$ cat config.mk
export PLATFORM = sky130hd
export DESIGN_NAME = lss_cell
export DESIGN_NICKNAME = d
export VERILOG_FILES = /design/src/rtl/core/assert_macros.svh /design/src/rtl/core/lss_pkg.sv /design/src/rtl/core/lss_cell.sv
export SDC_FILE = /design/constraint.sdc
export NUM_CORES = 1
export LEC_CHECK = 0
export ABC_AREA = 0
export BUFFER_PORTS_ARGS = -buffer_cell sky130_fd_sc_hd__buf_4
export CAP_MARGIN = 30
export CORE_AREA = 2 2 72 74
export DETAILED_ROUTE_END_ITERATION = 10
export DIE_AREA = 0 0 74 76
export PLACE_DENSITY = 0.76
export RECOVER_POWER = 50
export SYNTH_ARGS = -nofsm -noshare
export SYNTH_HDL_FRONTEND = slang
export SYNTH_SLANG_ARGS = --single-unit
$ cat constraint.sdc
create_clock -name clk -period 1.5 [get_ports clk]
set_clock_uncertainty 0.15 [all_clocks]
set_input_delay 0.225 -clock clk [delete_from_list [all_inputs] [get_ports clk]]
set_output_delay 0.225 -clock clk [all_outputs]
set_load 0.02 [all_outputs]
$ cat src/rtl/core/assert_macros.svh
// Assertion macros for the stack block.
// Depends on clk and arst_n being visible where the macros are used.
`ifndef ASSERT_MACROS_SVH
`define ASSERT_MACROS_SVH

// Condition holds at every edge out of reset.
`define ASSERT_ALWAYS(lbl, cond) \
	lbl: assert property (@(posedge clk) disable iff (!arst_n) (cond)) \
		else $error("assertion failed");

// Antecedent implies consequent in the same cycle.
`define ASSERT_IMPL(lbl, ante, cons) \
	lbl: assert property (@(posedge clk) disable iff (!arst_n) (ante) |-> (cons)) \
		else $error("assertion failed");

// Antecedent implies consequent in the next cycle.
`define ASSERT_NEXT(lbl, ante, cons) \
	lbl: assert property (@(posedge clk) disable iff (!arst_n) (ante) |=> (cons)) \
		else $error("assertion failed");

`endif

$ cat src/rtl/core/lss_pkg.sv
// Shared types and constants of the searchable stack.
// No dependencies.
package lss_pkg;

	localparam int DEPTH_DEF = 64;
	localparam int MODE_W    = 2;
	localparam int WORD_W    = 32;
	localparam int STAT_W    = 2;
	localparam int POS_W     = 7;

	localparam logic [MODE_W-1:0] MODE_PUSH   = 2'd0;
	localparam logic [MODE_W-1:0] MODE_POP    = 2'd1;
	localparam logic [MODE_W-1:0] MODE_SEARCH = 2'd2;

	localparam logic [STAT_W-1:0] STAT_OK        = 2'd0;
	localparam logic [STAT_W-1:0] STAT_POP_EMPTY = 2'd1;
	localparam logic [STAT_W-1:0] STAT_PUSH_FULL = 2'd2;
	localparam logic [STAT_W-1:0] STAT_NOT_FOUND = 2'd3;

	// Per-cycle commands broadcast to every cell.
	typedef struct packed {
		logic push;  // shift words towards the bottom, new word into cell 0
		logic pop;   // shift words towards the top
		logic load;  // capture compare result into the hit flag
		logic scan;  // shift hit flags one cell towards the bottom
	} cell_ctl_t;

	typedef struct packed {
		logic [STAT_W-1:0]        status;
		logic signed [WORD_W-1:0] popped_value;
		logic [POS_W-1:0]         position;
		logic [POS_W-1:0]         count;
		logic                     is_empty;
	} result_t;

endpackage

$ cat src/rtl/core/lss_cell.sv
// One stack cell: a stored word, its match flag and the neighbour shifts.
// Depends on lss_pkg.
module lss_cell #(
	parameter int DEPTH = lss_pkg::DEPTH_DEF,
	parameter int IDX   = 0
) (
	input  logic                              clk,
	input  logic                              arst_n,
	input  lss_pkg::cell_ctl_t                ctl,
	input  logic [$clog2(DEPTH+1)-1:0]        count,
	input  logic signed [lss_pkg::WORD_W-1:0] key,
	input  logic signed [lss_pkg::WORD_W-1:0] left_data,
	input  logic signed [lss_pkg::WORD_W-1:0] right_data,
	input  logic                              left_hit,
	output logic signed [lss_pkg::WORD_W-1:0] data,
	output logic                              hit
);
	localparam int CW = $clog2(DEPTH+1);

	logic signed [lss_pkg::WORD_W-1:0] data_q;
	logic                              hit_q;
	logic                              held;

	// cells at or beyond the fill count hold stale words
	assign held = CW'(IDX) < count;

	always_ff @(posedge clk) begin
		if (ctl.push) begin
			data_q <= left_data;
		end else if (ctl.pop) begin
			data_q <= right_data;
		end
	end

	always_ff @(posedge clk or negedge arst_n) begin
		if (!arst_n) begin
			hit_q <= 1'b0;
		end else if (ctl.load) begin
			hit_q <= held && (data_q == key);
		end else if (ctl.scan) begin
			hit_q <= left_hit;
		end
	end

	assign data = data_q;
	assign hit  = hit_q;
endmodule

==> results of run 1 <==
==> metal layers <==
metal / up-vias / part of all wire (%) / global-route usage, %
li1: 743 / - / -
met1: 688 / 35 / 18.8
met2: 88 / 52 / 33.4
met3: 11 / 10 / 6.88
met4: 0 / 2.2 / 7.09
met5: - / 0 / 0
==> cells in the mapped netlist (2+ instances only) <==
library cell,instances
nand4_1,7
edfxtp_1,32
mux2_2,28
nor3_1,2
xnor2_1,32
buf_2,3
mux2_1,4
==> sequential cells by signal, summed over array words and instances (netlist names) <==
name / flops
hit: 1
data: 32
==> where the power goes <==
part / switching, W / leakage (nW) / total, W / internal, W
Combinational: 0.000310 / 0.910 / 0.000763 / 0.000453
Sequential: 0.0000679 / 0.339 / 0.00120 / 0.00113
Clock: 0.000316 / 0.0422 / 0.000642 / 0.000325
Total: 0.000694 / 1.29 / 0.00261 / 0.00191
==> cell families after synthesis <==
family                 after synthesis  share of synthesized area [%]
AO/OA/AOI/OAI                        1                          0.496
multiplexers                        33                           21.0
AND/OR/NAND/NOR                     16                           5.81
flip-flops                          33                           55.8
XOR/XNOR                            32                           15.9
buffers and inverters                4                           1.06
==> worst max-delay path: stages, from the launching register on <==
cell and delay (ns):
edfxtp_1 0.41, xnor2_1 0.16, nand4_1 0.16, nor4_2 0.30, a31o_1 0.17
==> worst max-delay path by stage <==
stage | start | to | depth (start not counted)
floorplan | ctl[3] | data[0] | 3
global placement | count[4] | hit | 5
detailed placement | count[4] | hit | 5
CTS | data[11] | hit | 4
global route | data[24] | hit | 4
finish | data[28] | hit | 4
==> stage by stage <==
step | power, W | setup slack (ns) | setup TNS, ns | utilization (%) | std cells
6_report | 0.00261 | 0.0995 | 0 | 61.4 | 339
4_1_cts | 0.00265 | 0.0143 | 0 | 61.6 | 339
3_5_place_dp | 0.00199 | -0.0587 | -0.0587 | 59.6 | 330
2_1_floorplan | 0.00157 | 0.0103 | 0 | - | 119
5_1_grt | 0.00273 | -0.0563 | -0.0563 | 61.4 | 339
3_3_place_gp | 0.00198 | -0.0162 | -0.0162 | 59.6 | 330
==> layout make-up <==
cell class / instances / area share [%]
clock buffers: 7 / 2.53
multi-input cells: 82 / 25.6
clock inverters: 1 / 0.166
well taps: 70 / 2.91
repair buffers: 146 / 36.1
flip-flops and latches: 33 / 32.7
==> timing repair <==
item                                    4_1_cts  5_1_grt
pin swaps                                     0        2
resized for setup                             1        0
hold endpoints to repair                      1        0
hold buffers                                  1        0
endpoints found under the setup margin        1        1
==> run_summary.xml, run 1 <==
<?xml version="1.0" encoding="UTF-8"?>
<metrics>
  <group name="run_status">
    <metric name="status" unit="">complete, no violations</metric>
  </group>
  <group name="sta">
    <metric name="worst_hold_slack" unit="ns">0.0769</metric>
    <metric name="relSlewSlack" unit="%">69.0</metric>
    <metric name="timing.final.setup_violations" unit="">0</metric>
    <metric name="finalCritPeriodShare" unit="%">93.4</metric>
    <metric name="max_freq" unit="MHz">714</metric>
    <metric name="grt_setup_unrepaired" unit="">true</metric>
    <metric name="worstMarginPinSlew" unit="ns">0.464</metric>
    <metric name="report.final.hold_viol_count" unit="">0</metric>
    <metric name="fin_crit_period" unit="ns">1.40</metric>
    <metric name="drv_slew" unit="">0</metric>
  </group>
  <group name="layout">
    <metric name="final-seq-area" unit="µm²">986</metric>
    <metric name="layout.nets" unit="">378</metric>
    <metric name="final_common_cell" unit="">buf_4</metric>
    <metric name="antennaDiodeCount" unit="">0</metric>
    <metric name="multi_input_comb_area" unit="µm²">771</metric>
    <metric name="layout.filler_cells" unit="">425</metric>
    <metric name="most-common-layout-cells" unit="">buf_4 (141), xnor2_1 (32), edfxtp_1 (32)</metric>
    <metric name="synthToLayoutAreaGrowth" unit="%">70.6</metric>
    <metric name="final_cell_area" unit="µm²">3010</metric>
    <metric name="layout-drive-gt1-share" unit="%">67.3</metric>
  </group>
  <group name="synth">
    <metric name="synth.top_cell.area_share" unit="%">54.4</metric>
    <metric name="synth_enable_flop_cells" unit="">32</metric>
    <metric name="count_of_state_elements_after_synthesis" unit="">33</metric>
    <metric name="syn_inst" unit="">119</metric>
    <metric name="yosysTopAreaCell" unit="">edfxtp_1</metric>
    <metric name="synthesis.area" unit="µm²">1770</metric>
    <metric name="ys.flop_type" unit="">edfxtp_1</metric>
    <metric name="number_of_warning_messages_in_the_yosys_log" unit="">0</metric>
    <metric name="share_of_the_yosys_chip_area_belonging_to_registers" unit="%">55.8</metric>
    <metric name="postSynthAreaPerCell" unit="µm²">14.8</metric>
    <metric name="synth.distinct_cells" unit="">18</metric>
    <metric name="synth.area.top_cells" unit="">edfxtp_1 (54%), mux2_2 (18%), xnor2_1 (16%)</metric>
    <metric name="synth_nets" unit="">229</metric>
    <metric name="postSynth.asyncResetShare" unit="%">3.03</metric>
  </group>
  <group name="clock_network">
    <metric name="clk-insertion-delay-late" unit="ns">0.28</metric>
    <metric name="cts_inserted_buffers" unit="">5</metric>
    <metric name="root_cell_of_the_clock_tree" unit="">clkbuf_8</metric>
    <metric name="clock_sinks" unit="">33</metric>
    <metric name="cts_tree" unit="">built</metric>
    <metric name="path_clk_slew" unit="ns">0.07</metric>
    <metric name="cts.path.max_buffers" unit="">2</metric>
    <metric name="postCtsSetupBuffers" unit="">0</metric>
    <metric name="cts-htree-levels" unit="">2</metric>
  </group>
  <group name="drt">
    <metric name="drt_drc_violations_left" unit="">0</metric>
    <metric name="detail_route.wirelength" unit="µm">5140</metric>
    <metric name="detail_route.wl_per_cell" unit="µm">15.1</metric>
    <metric name="ant_nets" unit="">0</metric>
    <metric name="drtIter0Drc" unit="">103</metric>
    <metric name="drt-pass1-iter-count" unit="">2</metric>
    <metric name="detailroute.via_count" unit="">1530</metric>
    <metric name="avgViaCountPerCell" unit="">4.51</metric>
  </group>
  <group name="setup_path">
    <metric name="cp-end-kind" unit="">register</metric>
    <metric name="critical_path.max_fanout" unit="">2</metric>
    <metric name="required" unit="ns">1.57</metric>
    <metric name="setup.reg_to_reg.worst_slack" unit="ns">0.1</metric>
    <metric name="rr_startpoint" unit="">data[28]</metric>
    <metric name="kind_of_critical_path" unit="">register to register</metric>
    <metric name="r2r.worst_path.cells" unit="">4</metric>
    <metric name="rr_endpoint" unit="">hit</metric>
    <metric name="critical_path.startpoint_type" unit="">register</metric>
    <metric name="worstPathArrival" unit="ns">1.47</metric>
  </group>
  <group name="hold_path">
    <metric name="holdCritPathClass" unit="">input port to register</metric>
    <metric name="min_from" unit="">left_data[26]</metric>
    <metric name="min_delay_endpoint" unit="">data[26]</metric>
    <metric name="hold_path_depth" unit="">2</metric>
  </group>
  <group name="floorplanning">
    <metric name="boundaryPins" unit="">143</metric>
    <metric name="placeableCoreArea" unit="µm²">4910</metric>
    <metric name="rows" unit="">26</metric>
    <metric name="start_util" unit="%">36.0</metric>
    <metric name="floorplan.die.height" unit="µm">76</metric>
    <metric name="die_area" unit="µm²">5620</metric>
    <metric name="die_w" unit="µm">74</metric>
  </group>
  <group name="power">
    <metric name="irDropWorstVdd" unit="µV">806</metric>
    <metric name="power.leakage" unit="nW">1.29</metric>
    <metric name="power_per_cell_area" unit="nW/µm²">864</metric>
  </group>
  <group name="global_routing">
    <metric name="wire_length_of_the_first_global_routing_pass" unit="µm">7710</metric>
    <metric name="initial_antenna_violation_count" unit="">0</metric>
    <metric name="vias_in_the_first_global_route" unit="">1618</metric>
    <metric name="grt_use_total" unit="%">18.5</metric>
    <metric name="grt_overflow" unit="">0</metric>
    <metric name="grt_start_max_net_pins" unit="">33</metric>
  </group>
  <group name="place">
    <metric name="routabilityCongestion" unit="">0.734</metric>
    <metric name="detailedPlacementHpwl" unit="µm">4180</metric>
    <metric name="placedInstanceArea" unit="µm²">2930</metric>
    <metric name="port_buffers" unit="">142</metric>
  </group>
  <group name="run">
    <metric name="max_cap_violations" unit="">0</metric>
  </group>
</metrics>
Note: power is estimated with default switching activity, not from simulation.
==> inputs of run 2 (changes only) <==
==> constraint.sdc (replaced) <==
create_clock -name clk -period 1.55 [get_ports clk]
set_clock_uncertainty 0.15 [all_clocks]
set_input_delay 0.2325 -clock clk [delete_from_list [all_inputs] [get_ports clk]]
set_output_delay 0.2325 -clock clk [all_outputs]
set_load 0.02 [all_outputs]
==> run 2 against run 1 <==
Sequential share of layout area decreased by 0.46 points. First-iteration DRC count decreased by 48%. Worst hold slack improved by 0.011 ns. Clock power increased by 30%. Sequential power decreased by 3%. Count of clock-buffer cells in the layout unchanged. Combinational power decreased by 3.0%. Worst setup slack improved by 0.052 ns. Register-to-register slack improved by 0.05 ns. Core utilization increased by 0.87 points. Non-clock buffer count increased by 1. Critical path type unchanged. Largest power group unchanged.
==> run_summary.xml, run 2 (synthesis results as in run 1) <==
<?xml version="1.0" encoding="UTF-8"?>
<metrics>
  <group name="sta">
    <metric name="drv_slew" unit="">0</metric>
    <metric name="grt_setup_unrepaired" unit="">false</metric>
    <metric name="relSlewSlack" unit="%">69.5</metric>
    <metric name="timing.final.setup_violations" unit="">0</metric>
    <metric name="max_freq" unit="MHz">715</metric>
    <metric name="finalCritPeriodShare" unit="%">90.2</metric>
    <metric name="fin_crit_period" unit="ns">1.40</metric>
    <metric name="totalNegativeSetupSlack" unit="ns">0</metric>
    <metric name="report.final.hold_viol_count" unit="">0</metric>
    <metric name="worstMarginPinSlew" unit="ns">0.458</metric>
  </group>
  <group name="place">
    <metric name="numPlacedInstances" unit="">330</metric>
    <metric name="detailedPlacementHpwl" unit="µm">4150</metric>
    <metric name="placedInstanceArea" unit="µm²">2930</metric>
    <metric name="routabilityCongestion" unit="">0.758</metric>
    <metric name="port_buffers" unit="">142</metric>
  </group>
  <group name="layout">
    <metric name="layout-drive-gt1-share" unit="%">67.8</metric>
    <metric name="synthToLayoutAreaGrowth" unit="%">73.0</metric>
    <metric name="layout.filler_cells" unit="">418</metric>
    <metric name="largest_register_ff_count" unit="">32</metric>
    <metric name="final_cell_area" unit="µm²">3060</metric>
    <metric name="finalCoreUtilization" unit="%">62.2</metric>
    <metric name="most-common-layout-cells" unit="">buf_4 (142), xnor2_1 (32), edfxtp_1 (32)</metric>
    <metric name="layout.nets" unit="">379</metric>
    <metric name="antennaDiodeCount" unit="">0</metric>
    <metric name="final_common_cell" unit="">buf_4</metric>
    <metric name="final-instance-count-excl-fill" unit="">340</metric>
  </group>
  <group name="floorplanning">
    <metric name="die_w" unit="µm">74</metric>
    <metric name="placeableCoreArea" unit="µm²">4910</metric>
    <metric name="floorplan.die.height" unit="µm">76</metric>
    <metric name="boundaryPins" unit="">143</metric>
    <metric name="die_area" unit="µm²">5620</metric>
    <metric name="rows" unit="">26</metric>
    <metric name="start_util" unit="%">36.0</metric>
  </group>
  <group name="drt">
    <metric name="ant_nets" unit="">0</metric>
    <metric name="drt_drc_violations_left" unit="">0</metric>
    <metric name="avgViaCountPerCell" unit="">4.47</metric>
    <metric name="drtIter0Drc" unit="">54</metric>
    <metric name="detail_route.wl_per_cell" unit="µm">14.9</metric>
    <metric name="detailroute.via_count" unit="">1521</metric>
    <metric name="detail_route.wirelength" unit="µm">5060</metric>
    <metric name="drt-pass1-iter-count" unit="">4</metric>
  </group>
  <group name="clock_network">
    <metric name="cts_inserted_buffers" unit="">5</metric>
    <metric name="root_cell_of_the_clock_tree" unit="">clkbuf_8</metric>
    <metric name="path_clk_slew" unit="ns">0.07</metric>
    <metric name="cts.path.max_buffers" unit="">2</metric>
    <metric name="clock_sinks" unit="">33</metric>
    <metric name="cts_tree" unit="">built</metric>
    <metric name="clk-insertion-delay-late" unit="ns">0.28</metric>
    <metric name="cts-htree-levels" unit="">2</metric>
  </group>
  <group name="setup_path">
    <metric name="timing.critical_path.cells" unit="">xnor2_1 &gt; nand4_1 &gt; nor4_2 &gt; a31o_1</metric>
    <metric name="slowest_stage" unit="">edfxtp_1</metric>
    <metric name="critical_path.max_fanout" unit="">2</metric>
    <metric name="cp-end-kind" unit="">register</metric>
    <metric name="setup.reg_to_reg.worst_slack" unit="ns">0.15</metric>
    <metric name="required" unit="ns">1.62</metric>
    <metric name="slowest_delay" unit="ns">0.42</metric>
    <metric name="kind_of_critical_path" unit="">register to register</metric>
    <metric name="critical_path.startpoint_type" unit="">register</metric>
    <metric name="worstPathArrival" unit="ns">1.47</metric>
  </group>
  <group name="run_status">
    <metric name="status" unit="">complete, no violations</metric>
  </group>
  <group name="power">
    <metric name="irDropWorstVdd" unit="µV">538</metric>
    <metric name="power_per_cell_area" unit="nW/µm²">895</metric>
    <metric name="power_report.internal_total" unit="W">0.00206</metric>
    <metric name="post-layout-total-power" unit="W">0.00274</metric>
    <metric name="power.leakage" unit="nW">1.31</metric>
    <metric name="switching_power" unit="W">0.000674</metric>
    <metric name="power.sequential.fraction" unit="%">42.5</metric>
    <metric name="combinational_fraction_of_design_power" unit="%">27.1</metric>
    <metric name="sw_share" unit="%">24.7</metric>
    <metric name="power_frac_clock" unit="%">30.4</metric>
  </group>
  <group name="global_routing">
    <metric name="vias_in_the_first_global_route" unit="">1617</metric>
    <metric name="grt_use_total" unit="%">17.9</metric>
    <metric name="grt_overflow" unit="">0</metric>
    <metric name="wire_length_of_the_first_global_routing_pass" unit="µm">7460</metric>
    <metric name="initial_antenna_violation_count" unit="">0</metric>
    <metric name="grt_start_max_net_pins" unit="">33</metric>
  </group>
  <group name="run">
    <metric name="max_cap_violations" unit="">0</metric>
  </group>
  <group name="hold_path">
    <metric name="holdCritPathClass" unit="">input port to register</metric>
  </group>
</metrics>
==> run 2: power by group through the flow <==
stage          sequential (W)  clock [W]  combinational (W)
2_1_floorplan         0.00130          0           0.000218
3_3_place_gp          0.00118          0           0.000734
3_5_place_dp          0.00118          0           0.000743
4_1_cts               0.00117   0.000865           0.000748
5_1_grt               0.00118   0.000897           0.000791
6_report              0.00116   0.000832           0.000740
==> run 2: repair_timing <==
item / in CTS / in global routing
gates resized for setup: 0 / 1
endpoints found under the hold margin: 1 / 0
hold buffers: 1 / 0
buffers inserted: 0 / 1
endpoints found under the setup margin: 0 / 1
==> run 2: per-stage QoR <==
step | hold slack, ns | setup WS (ns)
floorplan | -0.213 | 0.0528
global placement | -0.140 | 0.0257
detailed placement | -0.141 | 0.0243
CTS | 0.0772 | 0.0681
global route | 0.0739 | 0.00375
finish | 0.0876 | 0.152
==> run 2: cell type report <==
class | count | area (µm²) | share of cell area (%)
timing repair buffer | 147 | 1100 | 35.9
tap | 70 | 87.6 | 2.87
sequential | 33 | 986 | 32.3
multi-input combinational | 82 | 771 | 25.2
clock inverter | 1 | 30.0 | 0.982
clock buffer | 7 | 86.3 | 2.82
==> run 2: worst paths after layout <==
kind / start / endpoint / cells after the start
setup / recovery: data[24] / hit / 4
hold / removal: right_data[22] / data[22] / 2
setup reg to reg: data[24] / hit / 4
hold reg to reg: hit / hit / 3
max in group asynchronous: arst_n / hit / 2
min in group asynchronous: arst_n / hit / 2
==> run 2: critical path, delay by kind of cell (launching register included) <==
kind | cells | cell delay [ns]
simple gates | 2 | 0.46
flops | 1 | 0.42
compound gates | 1 | 0.17
xor+xnor | 1 | 0.15
==> run 2: per-layer routing <==
metal	vias to the layer above	track usage, %	share of wire (%)
li1	747	-	-
met1	677	17.5	34
met2	87	32.6	52
met3	10	6.88	11
met4	0	7.27	2.4
met5	-	0	0
